**src/rtl/core/lts_pkg.sv**
```systemverilog
`timescale 1ns / 1ps
// ----------------------------------------------------------------------------
// lts_pkg
// Shared types, codes and helpers of the lottery ticket scheduler.
// ----------------------------------------------------------------------------
package lts_pkg;

    localparam int TK_W   = 7;
    localparam int PR_W   = 4;
    localparam int RND_W  = 31;
    localparam int CNT_W  = 5;
    localparam int OTOT_W = 13;

    localparam logic [2:0] KIND_START_SYS = 3'd0;
    localparam logic [2:0] KIND_START_INH = 3'd1;
    localparam logic [2:0] KIND_STOP      = 3'd2;
    localparam logic [2:0] KIND_CHANGE    = 3'd3;
    localparam logic [2:0] KIND_EXPIRE    = 3'd4;

    localparam logic [2:0] STAT_OK         = 3'd0;
    localparam logic [2:0] STAT_UNUSED     = 3'd1;
    localparam logic [2:0] STAT_BUSY       = 3'd2;
    localparam logic [2:0] STAT_NO_PARENT  = 3'd3;
    localparam logic [2:0] STAT_NO_TICKETS = 3'd4;

    localparam logic [PR_W-1:0] Q_WINNER      = 4'd12;
    localparam logic [PR_W-1:0] Q_PREV_WINNER = 4'd13;
    localparam logic [PR_W-1:0] Q_LOWEST      = 4'd14;

    localparam logic [2:0] CFG_MAX   = 3'd0;
    localparam logic [2:0] CFG_MIN   = 3'd1;
    localparam logic [2:0] CFG_START = 3'd2;
    localparam logic [2:0] CFG_PEN   = 3'd3;
    localparam logic [2:0] CFG_BONUS = 3'd4;

    localparam logic [TK_W-1:0] RST_MAX   = 7'd100;
    localparam logic [TK_W-1:0] RST_MIN   = 7'd1;
    localparam logic [TK_W-1:0] RST_START = 7'd20;
    localparam logic [TK_W-1:0] RST_PEN   = 7'd2;
    localparam logic [TK_W-1:0] RST_BONUS = 7'd5;

    typedef enum logic [3:0] {
        ST_IDLE,
        ST_RD,
        ST_EXEC,
        ST_WIN_PR,
        ST_WIN_RD,
        ST_WIN_EXEC,
        ST_DRAW,
        ST_MOD,
        ST_WALK_RD,
        ST_WALK_CHK,
        ST_FIN_RD,
        ST_OUT
    } lts_state_t;

    typedef struct packed {
        logic we_use;
        logic use_val;
        logic we_tk;
        logic we_pr;
    } lts_wr_ctl_t;

    function automatic logic [TK_W-1:0] lts_clamp(input logic signed [8:0] v,
                                                  input logic [TK_W-1:0] lo,
                                                  input logic [TK_W-1:0] hi);
        logic signed [8:0] slo;
        logic signed [8:0] shi;
        logic [TK_W-1:0]   r;
        slo = $signed({2'b00, lo});
        shi = $signed({2'b00, hi});
        if (v < slo)
        begin
            r = lo;
        end
        else if (v > shi)
        begin
            r = hi;
        end
        else
        begin
            r = v[TK_W-1:0];
        end
        return r;
    endfunction

endpackage

```
**src/rtl/core/lottery_ticket_scheduler_top.sv**
```systemverilog
`timescale 1ns / 1ps
// ----------------------------------------------------------------------------
// lottery_ticket_scheduler_top
// Lottery scheduler over a table of process slots.
// ----------------------------------------------------------------------------
// Usage:
//   Request beats arrive on in_valid/in_ready; each yields one result beat on
//   out_valid/out_ready. Registers are written on cfg_valid/cfg_ready (always
//   ready); the user must write them only while the block is idle, since the
//   block itself does not enforce this; indexes past the list are ignored.
//   in_ready is high only in the idle state: one request at a time. For start,
//   stop, change and expiry without draw, a request passes through ST_RD,
//   ST_EXEC, ST_FIN_RD and ST_OUT before its result beat is registered.
//   A draw adds ST_DRAW, ST_MOD (one bit per cycle in the remainder unit)
//   and ST_WALK_RD and ST_WALK_CHK for each slot walked, since the ticket
//   memory has one read port with registered data.
//   Reset clears all in-use flags, the ticket total and the winner, and
//   loads the register defaults; no clearing pass is needed.
//   A stalled result holds in the output register; the next request is
//   taken once the result beat has left or while it waits, but its own
//   result waits for the register to empty.
// ----------------------------------------------------------------------------
module lottery_ticket_scheduler_top
    import lts_pkg::*;
#(
    parameter int NUM_SLOTS = 64
)(
    input  logic                clk,
    input  logic                rst_n,
    input  logic                cfg_valid,
    output logic                cfg_ready,
    input  logic [2:0]          cfg_index,
    input  logic [TK_W-1:0]     cfg_data,
    input  logic                in_valid,
    output logic                in_ready,
    input  logic [2:0]          kind,
    input  logic [5:0]          slot,
    input  logic [5:0]          parent_slot,
    input  logic [PR_W-1:0]     start_priority,
    input  logic signed [7:0]   ticket_change,
    input  logic [RND_W-1:0]    random_value,
    output logic                out_valid,
    input  logic                out_ready,
    output logic [2:0]          status,
    output logic                ran_lottery,
    output logic                winner_valid,
    output logic [5:0]          winner_slot,
    output logic [TK_W-1:0]     slot_tickets,
    output logic [PR_W-1:0]     slot_priority,
    output logic [OTOT_W-1:0]   ticket_total
);

    localparam int IDX_W = (NUM_SLOTS > 1) ? $clog2(NUM_SLOTS) : 1;
    localparam int SUM_W = $clog2(NUM_SLOTS * 127 + 1);
    localparam logic [IDX_W-1:0] LAST_IDX = IDX_W'(NUM_SLOTS - 1);

    lts_state_t state_reg, state_next;

    logic [TK_W-1:0] max_reg, min_reg, start_reg, pen_reg, bonus_reg;

    logic [2:0]         kind_reg;
    logic [IDX_W-1:0]   s_reg;
    logic               inside_reg;
    logic               par_ok_reg;
    logic [PR_W-1:0]    sprio_reg;
    logic signed [7:0]  chg_reg;
    logic [RND_W-1:0]   rnd_reg;

    logic [2:0]         stat_reg, stat_next;
    logic               ran_reg, ran_next;
    logic [SUM_W-1:0]   total_reg, total_next;
    logic [IDX_W-1:0]   win_reg, win_next;
    logic               pres_reg, pres_next;
    logic [IDX_W-1:0]   walk_reg, walk_next;
    logic [SUM_W-1:0]   acc_reg, acc_next;

    logic               ov_reg;
    logic [2:0]         o_stat_reg;
    logic               o_ran_reg, o_wv_reg;
    logic [5:0]         o_ws_reg;
    logic [TK_W-1:0]    o_tk_reg;
    logic [PR_W-1:0]    o_pr_reg;
    logic [OTOT_W-1:0]  o_tot_reg;

    lts_wr_ctl_t          wr_ctl;
    logic [IDX_W-1:0]     wr_addr, rd_addr;
    logic [TK_W-1:0]      wr_tk;
    logic [PR_W-1:0]      wr_pr;
    logic                 rd_use;
    logic [TK_W-1:0]      rd_tk;
    logic [PR_W-1:0]      rd_pr;
    logic [NUM_SLOTS-1:0] use_vec;

    logic               mod_start, mod_busy, mod_done;
    logic [SUM_W-1:0]   mod_rem;

    logic [TK_W-1:0]    cur_tk;
    logic               used;
    logic [TK_W-1:0]    nv_tk;
    logic               out_free;
    logic [SUM_W-1:0]   acc_sum;

    assign cur_tk   = rd_use ? rd_tk : '0;
    assign used     = inside_reg && rd_use;
    assign out_free = !ov_reg || out_ready;
    assign acc_sum  = acc_reg + SUM_W'(cur_tk);

    lts_table #(
        .NUM_SLOTS (NUM_SLOTS),
        .IDX_W     (IDX_W)
    ) u_table (
        .clk     (clk),
        .rst_n   (rst_n),
        .wr_ctl  (wr_ctl),
        .wr_addr (wr_addr),
        .wr_tk   (wr_tk),
        .wr_pr   (wr_pr),
        .rd_addr (rd_addr),
        .rd_use  (rd_use),
        .rd_tk   (rd_tk),
        .rd_pr   (rd_pr),
        .use_vec (use_vec)
    );

    lts_mod #(
        .SUM_W (SUM_W)
    ) u_mod (
        .clk      (clk),
        .rst_n    (rst_n),
        .start    (mod_start),
        .dividend (rnd_reg),
        .divisor  (total_reg),
        .busy     (mod_busy),
        .done     (mod_done),
        .rem      (mod_rem)
    );

    // next state
    always_comb
    begin
        state_next = state_reg;
        unique case (state_reg)
            ST_IDLE:
            begin
                if (in_valid)
                begin
                    state_next = ST_RD;
                end
            end
            ST_RD:
            begin
                state_next = ST_EXEC;
            end
            ST_EXEC:
            begin
                state_next = ST_FIN_RD;
                if (kind_reg == KIND_EXPIRE && inside_reg && used)
                begin
                    if (rd_pr == Q_WINNER)
                    begin
                        state_next = ST_DRAW;
                    end
                    else if (rd_pr == Q_PREV_WINNER)
                    begin
                        state_next = pres_reg ? ST_WIN_PR : ST_DRAW;
                    end
                    else if (rd_pr == Q_LOWEST)
                    begin
                        state_next = pres_reg ? ST_WIN_RD : ST_DRAW;
                    end
                end
            end
            ST_WIN_PR:
            begin
                state_next = ST_DRAW;
            end
            ST_WIN_RD:
            begin
                state_next = ST_WIN_EXEC;
            end
            ST_WIN_EXEC:
            begin
                state_next = ST_DRAW;
            end
            ST_DRAW:
            begin
                state_next = (total_reg == '0) ? ST_FIN_RD : ST_MOD;
            end
            ST_MOD:
            begin
                if (mod_done)
                begin
                    state_next = ST_WALK_RD;
                end
            end
            ST_WALK_RD:
            begin
                state_next = ST_WALK_CHK;
            end
            ST_WALK_CHK:
            begin
                if ((rd_use && acc_sum > mod_rem) || walk_reg == LAST_IDX)
                begin
                    state_next = ST_FIN_RD;
                end
                else
                begin
                    state_next = ST_WALK_RD;
                end
            end
            ST_FIN_RD:
            begin
                state_next = ST_OUT;
            end
            ST_OUT:
            begin
                if (out_free)
                begin
                    state_next = ST_IDLE;
                end
            end
            default:
            begin
                state_next = ST_IDLE;
            end
        endcase
    end

    // datapath and table control
    always_comb
    begin
        wr_ctl        = '0;
        wr_addr       = s_reg;
        wr_tk         = '0;
        wr_pr         = '0;
        rd_addr       = s_reg;
        mod_start     = 1'b0;
        nv_tk         = '0;
        stat_next     = stat_reg;
        ran_next      = ran_reg;
        total_next    = total_reg;
        win_next      = win_reg;
        pres_next     = pres_reg;
        walk_next     = walk_reg;
        acc_next      = acc_reg;
        unique case (state_reg)
            ST_IDLE:
            begin
                stat_next = STAT_OK;
                ran_next  = 1'b0;
            end
            ST_EXEC:
            begin
                if (kind_reg <= KIND_EXPIRE && !inside_reg)
                begin
                    stat_next = STAT_UNUSED;
                end
                else if (kind_reg == KIND_START_SYS || kind_reg == KIND_START_INH)
                begin
                    if (used)
                    begin
                        stat_next = STAT_BUSY;
                    end
                    else if (kind_reg == KIND_START_SYS)
                    begin
                        wr_ctl = '{we_use: 1'b1, use_val: 1'b1, we_tk: 1'b1, we_pr: 1'b1};
                        wr_pr  = sprio_reg;
                    end
                    else if (!par_ok_reg)
                    begin
                        stat_next = STAT_NO_PARENT;
                    end
                    else
                    begin
                        wr_ctl     = '{we_use: 1'b1, use_val: 1'b1, we_tk: 1'b1, we_pr: 1'b1};
                        wr_pr      = Q_LOWEST;
                        wr_tk      = start_reg;
                        total_next = total_reg + SUM_W'(start_reg);
                    end
                end
                else if (kind_reg <= KIND_EXPIRE && !used)
                begin
                    stat_next = STAT_UNUSED;
                end
                else if (kind_reg == KIND_STOP)
                begin
                    wr_ctl     = '{we_use: 1'b1, use_val: 1'b0, we_tk: 1'b1, we_pr: 1'b0};
                    total_next = total_reg - SUM_W'(cur_tk);
                    if (pres_reg && win_reg == s_reg)
                    begin
                        pres_next = 1'b0;
                    end
                end
                else if (kind_reg == KIND_CHANGE)
                begin
                    nv_tk      = lts_clamp($signed({2'b00, cur_tk}) +
                                           $signed({chg_reg[7], chg_reg}), min_reg, max_reg);
                    wr_ctl     = '{we_use: 1'b0, use_val: 1'b0, we_tk: 1'b1, we_pr: 1'b0};
                    wr_tk      = nv_tk;
                    total_next = total_reg - SUM_W'(cur_tk) + SUM_W'(nv_tk);
                end
                else if (kind_reg == KIND_EXPIRE)
                begin
                    nv_tk      = lts_clamp($signed({2'b00, cur_tk}) -
                                           $signed({2'b00, pen_reg}), min_reg, max_reg);
                    wr_ctl     = '{we_use: 1'b0, use_val: 1'b0, we_tk: 1'b1, we_pr: 1'b1};
                    wr_tk      = nv_tk;
                    wr_pr      = Q_LOWEST;
                    total_next = total_reg - SUM_W'(cur_tk) + SUM_W'(nv_tk);
                end
            end
            ST_WIN_PR:
            begin
                wr_ctl  = '{we_use: 1'b0, use_val: 1'b0, we_tk: 1'b0, we_pr: 1'b1};
                wr_addr = win_reg;
                wr_pr   = Q_PREV_WINNER;
            end
            ST_WIN_RD:
            begin
                rd_addr = win_reg;
            end
            ST_WIN_EXEC:
            begin
                nv_tk      = lts_clamp($signed({2'b00, cur_tk}) +
                                       $signed({2'b00, bonus_reg}), min_reg, max_reg);
                wr_ctl     = '{we_use: 1'b0, use_val: 1'b0, we_tk: 1'b1, we_pr: 1'b1};
                wr_addr    = win_reg;
                wr_tk      = nv_tk;
                wr_pr      = Q_PREV_WINNER;
                total_next = total_reg - SUM_W'(cur_tk) + SUM_W'(nv_tk);
            end
            ST_DRAW:
            begin
                if (total_reg == '0)
                begin
                    stat_next = STAT_NO_TICKETS;
                end
                else
                begin
                    mod_start = 1'b1;
                    ran_next  = 1'b1;
                    walk_next = '0;
                    acc_next  = '0;
                end
            end
            ST_WALK_RD:
            begin
                rd_addr = walk_reg;
            end
            ST_WALK_CHK:
            begin
                acc_next  = acc_sum;
                walk_next = walk_reg + 1'b1;
                if (rd_use && acc_sum > mod_rem)
                begin
                    wr_ctl    = '{we_use: 1'b0, use_val: 1'b0, we_tk: 1'b0, we_pr: 1'b1};
                    wr_addr   = walk_reg;
                    wr_pr     = Q_WINNER;
                    win_next  = walk_reg;
                    pres_next = 1'b1;
                end
            end
            default:
            begin
            end
        endcase
    end

    always_ff @(posedge clk or negedge rst_n)
    begin
        if (!rst_n)
        begin
            state_reg    <= ST_IDLE;
            max_reg      <= RST_MAX;
            min_reg      <= RST_MIN;
            start_reg    <= RST_START;
            pen_reg      <= RST_PEN;
            bonus_reg    <= RST_BONUS;
            stat_reg     <= STAT_OK;
            ran_reg      <= 1'b0;
            total_reg    <= '0;
            win_reg      <= '0;
            pres_reg     <= 1'b0;
            walk_reg     <= '0;
            acc_reg      <= '0;
            ov_reg       <= 1'b0;
        end
        else
        begin
            state_reg    <= state_next;
            stat_reg     <= stat_next;
            ran_reg      <= ran_next;
            total_reg    <= total_next;
            win_reg      <= win_next;
            pres_reg     <= pres_next;
            walk_reg     <= walk_next;
            acc_reg      <= acc_next;
            if (cfg_valid)
            begin
                unique case (cfg_index)
                    CFG_MAX:   max_reg   <= cfg_data;
                    CFG_MIN:   min_reg   <= cfg_data;
                    CFG_START: start_reg <= cfg_data;
                    CFG_PEN:   pen_reg   <= cfg_data;
                    CFG_BONUS: bonus_reg <= cfg_data;
                    default:
                    begin
                    end
                endcase
            end
            if (state_reg == ST_OUT && out_free)
            begin
                ov_reg <= 1'b1;
            end
            else if (out_ready)
            begin
                ov_reg <= 1'b0;
            end
        end
    end

    // request capture and result register
    always_ff @(posedge clk)
    begin
        if (state_reg == ST_IDLE && in_valid)
        begin
            kind_reg   <= kind;
            s_reg      <= IDX_W'(slot);
            inside_reg <= (32'(slot) < NUM_SLOTS);
            par_ok_reg <= (32'(parent_slot) < NUM_SLOTS) && use_vec[IDX_W'(parent_slot)];
            sprio_reg  <= start_priority;
            chg_reg    <= ticket_change;
            rnd_reg    <= random_value;
        end
        if (state_reg == ST_OUT && out_free)
        begin
            o_stat_reg <= stat_reg;
            o_ran_reg  <= ran_reg;
            o_wv_reg   <= pres_reg;
            o_ws_reg   <= pres_reg ? 6'(win_reg) : 6'd0;
            o_tk_reg   <= inside_reg ? cur_tk : '0;
            o_pr_reg   <= used ? rd_pr : '0;
            o_tot_reg  <= (total_reg > SUM_W'({OTOT_W{1'b1}})) ? {OTOT_W{1'b1}}
                                                              : OTOT_W'(total_reg);
        end
    end

    assign cfg_ready     = 1'b1;
    assign in_ready      = (state_reg == ST_IDLE);
    assign out_valid     = ov_reg;
    assign status        = o_stat_reg;
    assign ran_lottery   = o_ran_reg;
    assign winner_valid  = o_wv_reg;
    assign winner_slot   = o_ws_reg;
    assign slot_tickets  = o_tk_reg;
    assign slot_priority = o_pr_reg;
    assign ticket_total  = o_tot_reg;

    // a held winner is always a slot in use
    a_winner_in_use: assert property (@(posedge clk) disable iff (!rst_n)
        pres_reg |-> use_vec[win_reg])
        else $error("winner slot not in use");

    a_ran_ok: assert property (@(posedge clk) disable iff (!rst_n)
        (ov_reg && o_ran_reg) |-> (o_stat_reg == STAT_OK))
        else $error("draw reported with error status");

    a_mod_owned: assert property (@(posedge clk) disable iff (!rst_n)
        mod_busy |-> (state_reg == ST_MOD))
        else $error("remainder unit busy outside draw");

    a_draw_nonzero: assert property (@(posedge clk) disable iff (!rst_n)
        mod_start |-> (total_reg != '0))
        else $error("draw started on zero total");

endmodule

```
**src/rtl/core/lts_mod.sv**
```systemverilog
`timescale 1ns / 1ps
// ----------------------------------------------------------------------------
// lts_mod
// Restoring remainder unit, one dividend bit per cycle.
// ----------------------------------------------------------------------------
module lts_mod
    import lts_pkg::*;
#(
    parameter int SUM_W = 13
)(
    input  logic             clk,
    input  logic             rst_n,
    input  logic             start,
    input  logic [RND_W-1:0] dividend,
    input  logic [SUM_W-1:0] divisor,
    output logic             busy,
    output logic             done,
    output logic [SUM_W-1:0] rem
);

    logic             busy_reg, busy_next;
    logic             done_reg, done_next;
    logic [CNT_W-1:0] cnt_reg, cnt_next;
    logic [RND_W-1:0] dvd_reg, dvd_next;
    logic [SUM_W-1:0] dvs_reg, dvs_next;
    logic [SUM_W-1:0] rem_reg, rem_next;
    logic [SUM_W:0]   trial;

    assign trial = {rem_reg, dvd_reg[RND_W-1]};

    always_comb
    begin
        busy_next = busy_reg;
        done_next = 1'b0;
        cnt_next  = cnt_reg;
        dvd_next  = dvd_reg;
        dvs_next  = dvs_reg;
        rem_next  = rem_reg;
        if (start)
        begin
            busy_next = 1'b1;
            cnt_next  = CNT_W'(RND_W - 1);
            dvd_next  = dividend;
            dvs_next  = divisor;
            rem_next  = '0;
        end
        else if (busy_reg)
        begin
            dvd_next = {dvd_reg[RND_W-2:0], 1'b0};
            if (trial >= {1'b0, dvs_reg})
            begin
                rem_next = SUM_W'(trial - {1'b0, dvs_reg});
            end
            else
            begin
                rem_next = trial[SUM_W-1:0];
            end
            cnt_next = cnt_reg - 1'b1;
            if (cnt_reg == '0)
            begin
                busy_next = 1'b0;
                done_next = 1'b1;
            end
        end
    end

    always_ff @(posedge clk or negedge rst_n)
    begin
        if (!rst_n)
        begin
            busy_reg <= 1'b0;
            done_reg <= 1'b0;
            cnt_reg  <= '0;
        end
        else
        begin
            busy_reg <= busy_next;
            done_reg <= done_next;
            cnt_reg  <= cnt_next;
        end
    end

    always_ff @(posedge clk)
    begin
        dvd_reg <= dvd_next;
        dvs_reg <= dvs_next;
        rem_reg <= rem_next;
    end

    assign busy = busy_reg;
    assign done = done_reg;
    assign rem  = rem_reg;

endmodule

```
**src/rtl/core/lts_table.sv**
```systemverilog
`timescale 1ns / 1ps
// ----------------------------------------------------------------------------
// lts_table
// Slot table: in-use flags in flops, ticket and priority memories.
// ----------------------------------------------------------------------------
module lts_table
    import lts_pkg::*;
#(
    parameter int NUM_SLOTS = 64,
    parameter int IDX_W     = 6
)(
    input  logic                 clk,
    input  logic                 rst_n,
    input  lts_wr_ctl_t          wr_ctl,
    input  logic [IDX_W-1:0]     wr_addr,
    input  logic [TK_W-1:0]      wr_tk,
    input  logic [PR_W-1:0]      wr_pr,
    input  logic [IDX_W-1:0]     rd_addr,
    output logic                 rd_use,
    output logic [TK_W-1:0]      rd_tk,
    output logic [PR_W-1:0]      rd_pr,
    output logic [NUM_SLOTS-1:0] use_vec
);

    logic [NUM_SLOTS-1:0] use_reg;
    logic [TK_W-1:0]      tk_mem [NUM_SLOTS];
    logic [PR_W-1:0]      pr_mem [NUM_SLOTS];
    logic                 rd_use_reg;
    logic [TK_W-1:0]      rd_tk_reg;
    logic [PR_W-1:0]      rd_pr_reg;

    always_ff @(posedge clk or negedge rst_n)
    begin
        if (!rst_n)
        begin
            use_reg    <= '0;
            rd_use_reg <= 1'b0;
        end
        else
        begin
            if (wr_ctl.we_use)
            begin
                use_reg[wr_addr] <= wr_ctl.use_val;
            end
            rd_use_reg <= use_reg[rd_addr];
        end
    end

    always_ff @(posedge clk)
    begin
        if (wr_ctl.we_tk)
        begin
            tk_mem[wr_addr] <= wr_tk;
        end
        if (wr_ctl.we_pr)
        begin
            pr_mem[wr_addr] <= wr_pr;
        end
        rd_tk_reg <= tk_mem[rd_addr];
        rd_pr_reg <= pr_mem[rd_addr];
    end

    assign rd_use  = rd_use_reg;
    assign rd_tk   = rd_tk_reg;
    assign rd_pr   = rd_pr_reg;
    assign use_vec = use_reg;

endmodule
```
**config.mk**
```make
export PLATFORM = sky130hd
export DESIGN_NAME = lottery_ticket_scheduler_top
export DESIGN_NICKNAME = d
export VERILOG_FILES = /design/src/rtl/core/lts_pkg.sv /design/src/rtl/core/lottery_ticket_scheduler_top.sv /design/src/rtl/core/lts_mod.sv /design/src/rtl/core/lts_table.sv
export SDC_FILE = /design/constraint.sdc
export NUM_CORES = 2
export LEC_CHECK = 0
export BUFFER_PORTS_ARGS = -buffer_cell sky130_fd_sc_hd__buf_2
export CAP_MARGIN = 20
export CORE_MARGIN = 3
export CORE_UTILIZATION = 63
export DETAILED_ROUTE_END_ITERATION = 12
export PLACE_DENSITY = 0.83
export SLEW_MARGIN = 20
export SYNTH_ARGS = -nofsm -noshare
export SYNTH_HDL_FRONTEND = slang
export SYNTH_SLANG_ARGS = --single-unit
```
**constraint.sdc**
```tcl
create_clock -name clk -period 9.3 [get_ports clk]
set_input_delay 0.93 -clock clk [delete_from_list [all_inputs] [get_ports clk]]
set_output_delay 0.93 -clock clk [all_outputs]
set_load 0.01 [all_outputs]
```
Word level (Yosys, flattened, before mapping)
Memories as Yosys holds them, arrays and structs flattened. A register that Yosys moved wholly into a read port is not among the register bits. Index checks and enable logic that the tools add are counted.

Add/subtract/negate cells: 12. $lt $le $gt $ge: 14. Equal/unequal tests: 42. Multiplexer cells: 117. Reduce and logical (&&, ||, !) cells: 37.

Operator list (number): $mux W7 (27); $mux W13 (10); $mux W4 (23); $add A13 B7 Y13 (5); $bwmux W64 (1); $mux W31 (2); $pmux W13 S2 (2); $pmux W4 S11 (1); $pmux W6 S2 (3); $eq A4 B4 Y1 const B (7); $mux W1 (24); $lt A6 B7 Y1 const B (3); $mux W3 (7); $ne A2 B2 Y1 const B (9); $eq A4 B3 Y1 const B (4); $pmux W4 S4 (1); $reduce_and A2 Y1 (8); $ne A3 B3 Y1 const B (5); $ge A14 B13 Y1 (1); $pmux W7 S2 (1); $gt A13 B13 Y1 (1); $gt A13 B13 Y1 const B (1); $logic_not A13 Y1 (1); $sub A13 B13 Y13 (1); 44 further kinds (74).

Register bits: 300. RAM bits: 704. Output and inout port bits: 38. Memories kept: 2.

Memories: u_table.tk_mem (words 64, width 7, rd ports 1, clocked after memory_dff 1, write ports 1, line lts_table.sv:26) `logic [TK_W-1:0] tk_mem [NUM_SLOTS];`; u_table.pr_mem (words 64, width 4, rd ports 1, clocked after memory_dff 1, write ports 1, line lts_table.sv:27) `logic [PR_W-1:0] pr_mem [NUM_SLOTS];`.

Logic depth before layout (Yosys ltp)
Word-level depth: 18. Mapped depth: 33. Mapped depth without buffers: 30.

Cells and area by module
Synthesis repeated with hierarchy kept, for this count alone.

Cell total of the unflattened synthesis: 3129. Area, all modules: 47057.6 um2.

Modules (own cells, without submodules): lts_table (times used 1, cells an instance 1557, area each 31158.6 um2); lottery_ticket_scheduler_top (times used 1, cells an instance 1280, area each 12425.7 um2); lts_mod (times used 1, cells an instance 292, area each 3473.3 um2).

Worst setup path before layout
No wires, ideal clock.

Kind: reg-to-reg. From: register u_table.rd_use_reg (netlist: u_table.rd_use). To: memory u_table.tk_mem[0][2] (data pin). Library setup time: 0.702 ns. Data arrival time: 7.013 ns. Slack: 1.585 ns. Stages on the path, launching flop included: 20. Path buffers: 3. Cells stage by stage: dfrtp_1 -> buf_2 -> clkbuf_1 -> clkbuf_1 -> and2_1 -> ha_1 -> a21o_1 -> maj3_1 -> maj3_1 -> maj3_1 -> xor2_1 -> ha_1 -> o21ai_0 -> a21oi_1 -> nor3_1 -> nor2_1 -> o21bai_1 -> nand2_1 -> o211a_1 -> o21ai_0.

Cells in the longest elaborated chain, start to end: 17. Elaborated cells on any way between the ends: 37.

Ends and longest elaborated chain: start: declaration (line lts_table.sv:28) `logic rd_use_reg;`; start signal: assignment (line lts_table.sv:45) `rd_use_reg <= use_reg[rd_addr];`; $mux W7 * (line lottery_ticket_scheduler_top.sv:103) `assign cur_tk = rd_use ? rd_tk : '0;`; named net cur_tk[1] (line lottery_ticket_scheduler_top.sv:97) `logic [TK_W-1:0] cur_tk;`; $sub A7 B7 Y8 (line lottery_ticket_scheduler_top.sv:304) `nv_tk = lts_clamp($signed({2'b00, cur_tk}) -`; $gt A8 B8 Y1 (line lts_pkg.sv:76) `else if (v > shi)`; $mux W7 (line lts_pkg.sv:76); $mux W7 (line lts_pkg.sv:72) `if (v < slo)`; $mux W7 (line lottery_ticket_scheduler_top.sv:302) `else if (kind_reg == KIND_EXPIRE)`; $mux W7 (line lottery_ticket_scheduler_top.sv:294) `else if (kind_reg == KIND_CHANGE)`; [... 3 more ...]; $mux W7 (line lottery_ticket_scheduler_top.sv:246) `unique case (state_reg)`; $mux W7 (line lottery_ticket_scheduler_top.sv:302); $mux W7 (line lottery_ticket_scheduler_top.sv:294); $mux W7 (line lottery_ticket_scheduler_top.sv:285) `else if (kind_reg == KIND_STOP)`; $mux W7 (line lottery_ticket_scheduler_top.sv:281) `else if (kind_reg <= KIND_EXPIRE && !used)`; $mux W7 (line lottery_ticket_scheduler_top.sv:258) `else if (kind_reg == KIND_START_SYS || kind_reg == KIND_START_INH)`; $pmux W7 S2 * (line lottery_ticket_scheduler_top.sv:246); named net u_table.wr_tk[2] (line lts_table.sv:16) `input logic [TK_W-1:0] wr_tk,`; end: declaration (line lts_table.sv:26).

The timed path passes the listed nets; every way through them passes the cells marked *. The select of a mux whose other input is x is not followed.

Final worst setup path
From: register u_table.rd_use_reg (netlist: u_table.rd_use). To: memory u_table.tk_mem[35][2], enable pin.

Elaborated cells on any way between the ends: 14.

RTL lines: $mux W7 (line lottery_ticket_scheduler_top.sv:103); named net cur_tk[1] (line lottery_ticket_scheduler_top.sv:97); $add A13 B7 Y13 (line lottery_ticket_scheduler_top.sv:106) `assign acc_sum = acc_reg + SUM_W'(cur_tk);`; $gt A13 B13 Y1 (line lottery_ticket_scheduler_top.sv:354) `if (rd_use && acc_sum > mod_rem)`; $logic_and A1 B1 Y1 (line lottery_ticket_scheduler_top.sv:354); $mux W6 (line lottery_ticket_scheduler_top.sv:354); $pmux W6 S2 (line lottery_ticket_scheduler_top.sv:246).

The timed path passes the listed nets, and every way through them passes these cells.

==> out/qor.yml <==
status: "completed"
max_freq_mhz: 125
setup_viol: 0
syn-num-nets: 4279
ios: 111
wire_per_inst_um: 24.1
hold_slack_ps: 194
root_buffer: "clkbuf_16"
drc: 0
place.port_buffers: 109
cts_made_buffers: 102
core_sq_mm: 0.0749
cts.sinks: 1015
regMostFlops: "u_table.tk_mem"
worstHoldPathType: "input port to asynchronous set/reset pin"
grt_setup_unrepaired: "false"
path_class: "register to register"
fin_worst_skew_ps: 33.1
fin_crit_ps: 7980
post-dp-hpwl_um: 76000
cap_violations: 0
vias: 34337
grt_pass1_wl_um: 189000
cp.required_ps: 9620
area_growth_pct: 9.91
hold_buffers: 0
crit_arrival_ps: 8300
clk_latency_ps: 680
clk_path_buf_depth: 3
final-hold-violation-count: 0
gr-usage-all-layers_pct: 30.8
r2r_slack_ps: 1320
p_total_w: 0.0181
seq_area_frac_synth_pct: 61.4
tns_ps: 0
p_per_area_mw_per_mm2: 343
clkTransAtPathRegs_ps: 60
power_leakage_nw: 19.6
critPathLaunchType: "register"
ir_drop_uv: 339
cts_tree: "yes"
cts_setup_buffers: 0
ys_warn_count: 0
syn_area_sq_mm: 0.0480
synth-seq-cells: 1015
antenna_left: 0
die_w_um: 282
antenna_found_initial: 3
die-area_sq_mm: 0.0795
syn_avg_cell_area_sq_um: 11.7
largest_reg_flops: 448
worst_slew_pin_slew_ps: 1080
synth_edf_count: 836
grt_start_max_net_pins: 208
start_util_pct: 64.0
overflow: 0
cp_max_fo: 15
synthFlopType: "edfxtp_1"
relSlewSlack_pct: 27.3
avgViaCountPerCell: 6.72
cp-end-kind: "register"
wirelength_um: 123000
synthArstFlopShare_pct: 15.3
drv_slew: 0
synth_cell_types: 87
layout-drive-gt1-share_pct: 11.6
postSynthCellCount: 4087
final_util_pct: 70.4
drt_iter0_markers: 4773
fillers: 4999
h-tree-depth: 3
grt_pass1_vias: 32993
fin_crit_sh_pct: 85.9
die-height_um: 282
gp_congestion: 0.976
drt_first_pass_iters: 6
fp-row-count: 100
cts_resized: 0
nets: 4244
==> stage by stage <==
stage | worst slack, ps | cell area (sq um) | std cells
6_report | 1320 | 52700 | 5111
5_1_grt | 900 | 52700 | 5110
4_1_cts | 1210 | 52700 | 5110
3_5_place_dp | 1230 | 49200 | 4917
3_3_place_gp | 1500 | 49200 | 4917
2_1_floorplan | 1590 | 48000 | 4087
==> where the power goes <==
group	internal, W	leakage (nW)	switching, W
Sequential	0.00552	10.1	0.000377
Combinational	0.00280	7.71	0.00518
Clock	0.00245	1.71	0.00178
==> synthesized netlist by cell type, drive strengths merged, types with 19 or more instances <==
library cell	count	area, sq um
nor3	54	270
and2	24	150
mux2	66	747
nor2b	24	150
nand2	629	2360
and3	202	1260
xor2	29	254
a311oi	98	876
mux4	21	473
ha	110	1380
nand3	58	290
clkbuf	272	1020
xnor2	65	569
a31oi	107	669
a211oi	294	2210
edfxtp	836	25100
o211ai	25	206
a21oi	184	921
o21ai	137	686
inv	107	402
nand2b	27	184
dfrtp	146	3650
dfxtp	24	480
nor2	223	856
buf	28	150
a21o	19	143
o31ai	37	278
mux2i	24	240
==> placed cells by master (no fill, tap or decap), types with 15 or more instances in the layout <==
cell type | Yosys | layout
and3_1 | 202 | 202
nand3_1 | 58 | 56
nand2b_1 | 25 | 25
nand4_1 | 16 | 16
o31ai_1 | 37 | 36
mux2i_1 | 24 | 24
xor2_1 | 29 | 29
a21oi_1 | 184 | 184
a211oi_1 | 293 | 293
o21a_1 | 15 | 15
inv_1 | 105 | 105
o21ai_0 | 133 | 132
buf_2 | 15 | 108
dfxtp_1 | 24 | 24
clkbuf_1 | 272 | 15
clkbuf_16 | 0 | 103
edfxtp_1 | 836 | 836
nor2b_1 | 24 | 23
nor2_1 | 221 | 221
nor3_1 | 54 | 53
dfrtp_1 | 146 | 146
clkinv_2 | 0 | 19
buf_4 | 3 | 48
mux2_2 | 64 | 64
ha_1 | 110 | 110
mux4_2 | 21 | 21
a21o_1 | 19 | 19
and2_1 | 22 | 21
o211ai_1 | 23 | 23
xnor2_1 | 65 | 65
a31oi_1 | 107 | 107
nand2_1 | 629 | 625
a311oi_1 | 97 | 97
==> routing by layer <==
layer  share of wire (%)  track usage, %
met3                  10            5.17
met1                  39            42.5
met4                 3.9            12.8
met5               0.014               0
met2                  47            49.0
==> area by class of cell <==
class                           instances  area (sq um)  share of cell area, %
Antenna cell                            1          2.50                0.00475
Clock buffer                          126          2740                   5.20
Clock inverter                         67           781                   1.48
Inverter                              108           405                  0.769
Multi-Input combinational cell       2664         17100                   32.5
Sequential cell                      1015         29500                   55.9
Tap cell                              969          1210                   2.30
Timing Repair Buffer                  161           992                   1.88
==> kinds of logic after synthesis <==
group,synth area share [%]
simple gates,12.6
other cells,0.00782
xor+xnor,1.72
compound gates,14.4
fa+ha+maj,3.52
buf+inv,3.29
mux,3.04
flops,61.4
==> critical path: stages (launching register included) <==
cell	delay [ps]
dfrtp_1	610
and2_1	490
ha_1	320
a21o_1	160
maj3_1	400
maj3_1	360
maj3_1	400
a21o_1	190
a21oi_1	430
nor2_1	150
xnor2_1	150
ha_1	290
o21a_1	170
o211ai_4	80
a311oi_4	490
o21a_1	530
o311ai_0	280
nor2_1	780
nand2_1	710
nor2_1	640
==> final timing paths <==
check,endpoint,depth (start not counted),start
min in group clk,rnd_reg[8],1,random_value[8]
max in group asynchronous,u_table.use_vec[5],3,rst_n
hold reg to reg,ran_lottery,0,ran_reg
setup reg to reg,u_table.tk_mem[35][2],19,u_table.rd_use
setup / recovery,u_table.tk_mem[35][2],19,u_table.rd_use
hold / removal,bonus_reg[5],1,rst_n
No activity file was read; power rests on OpenSTA's default activity.
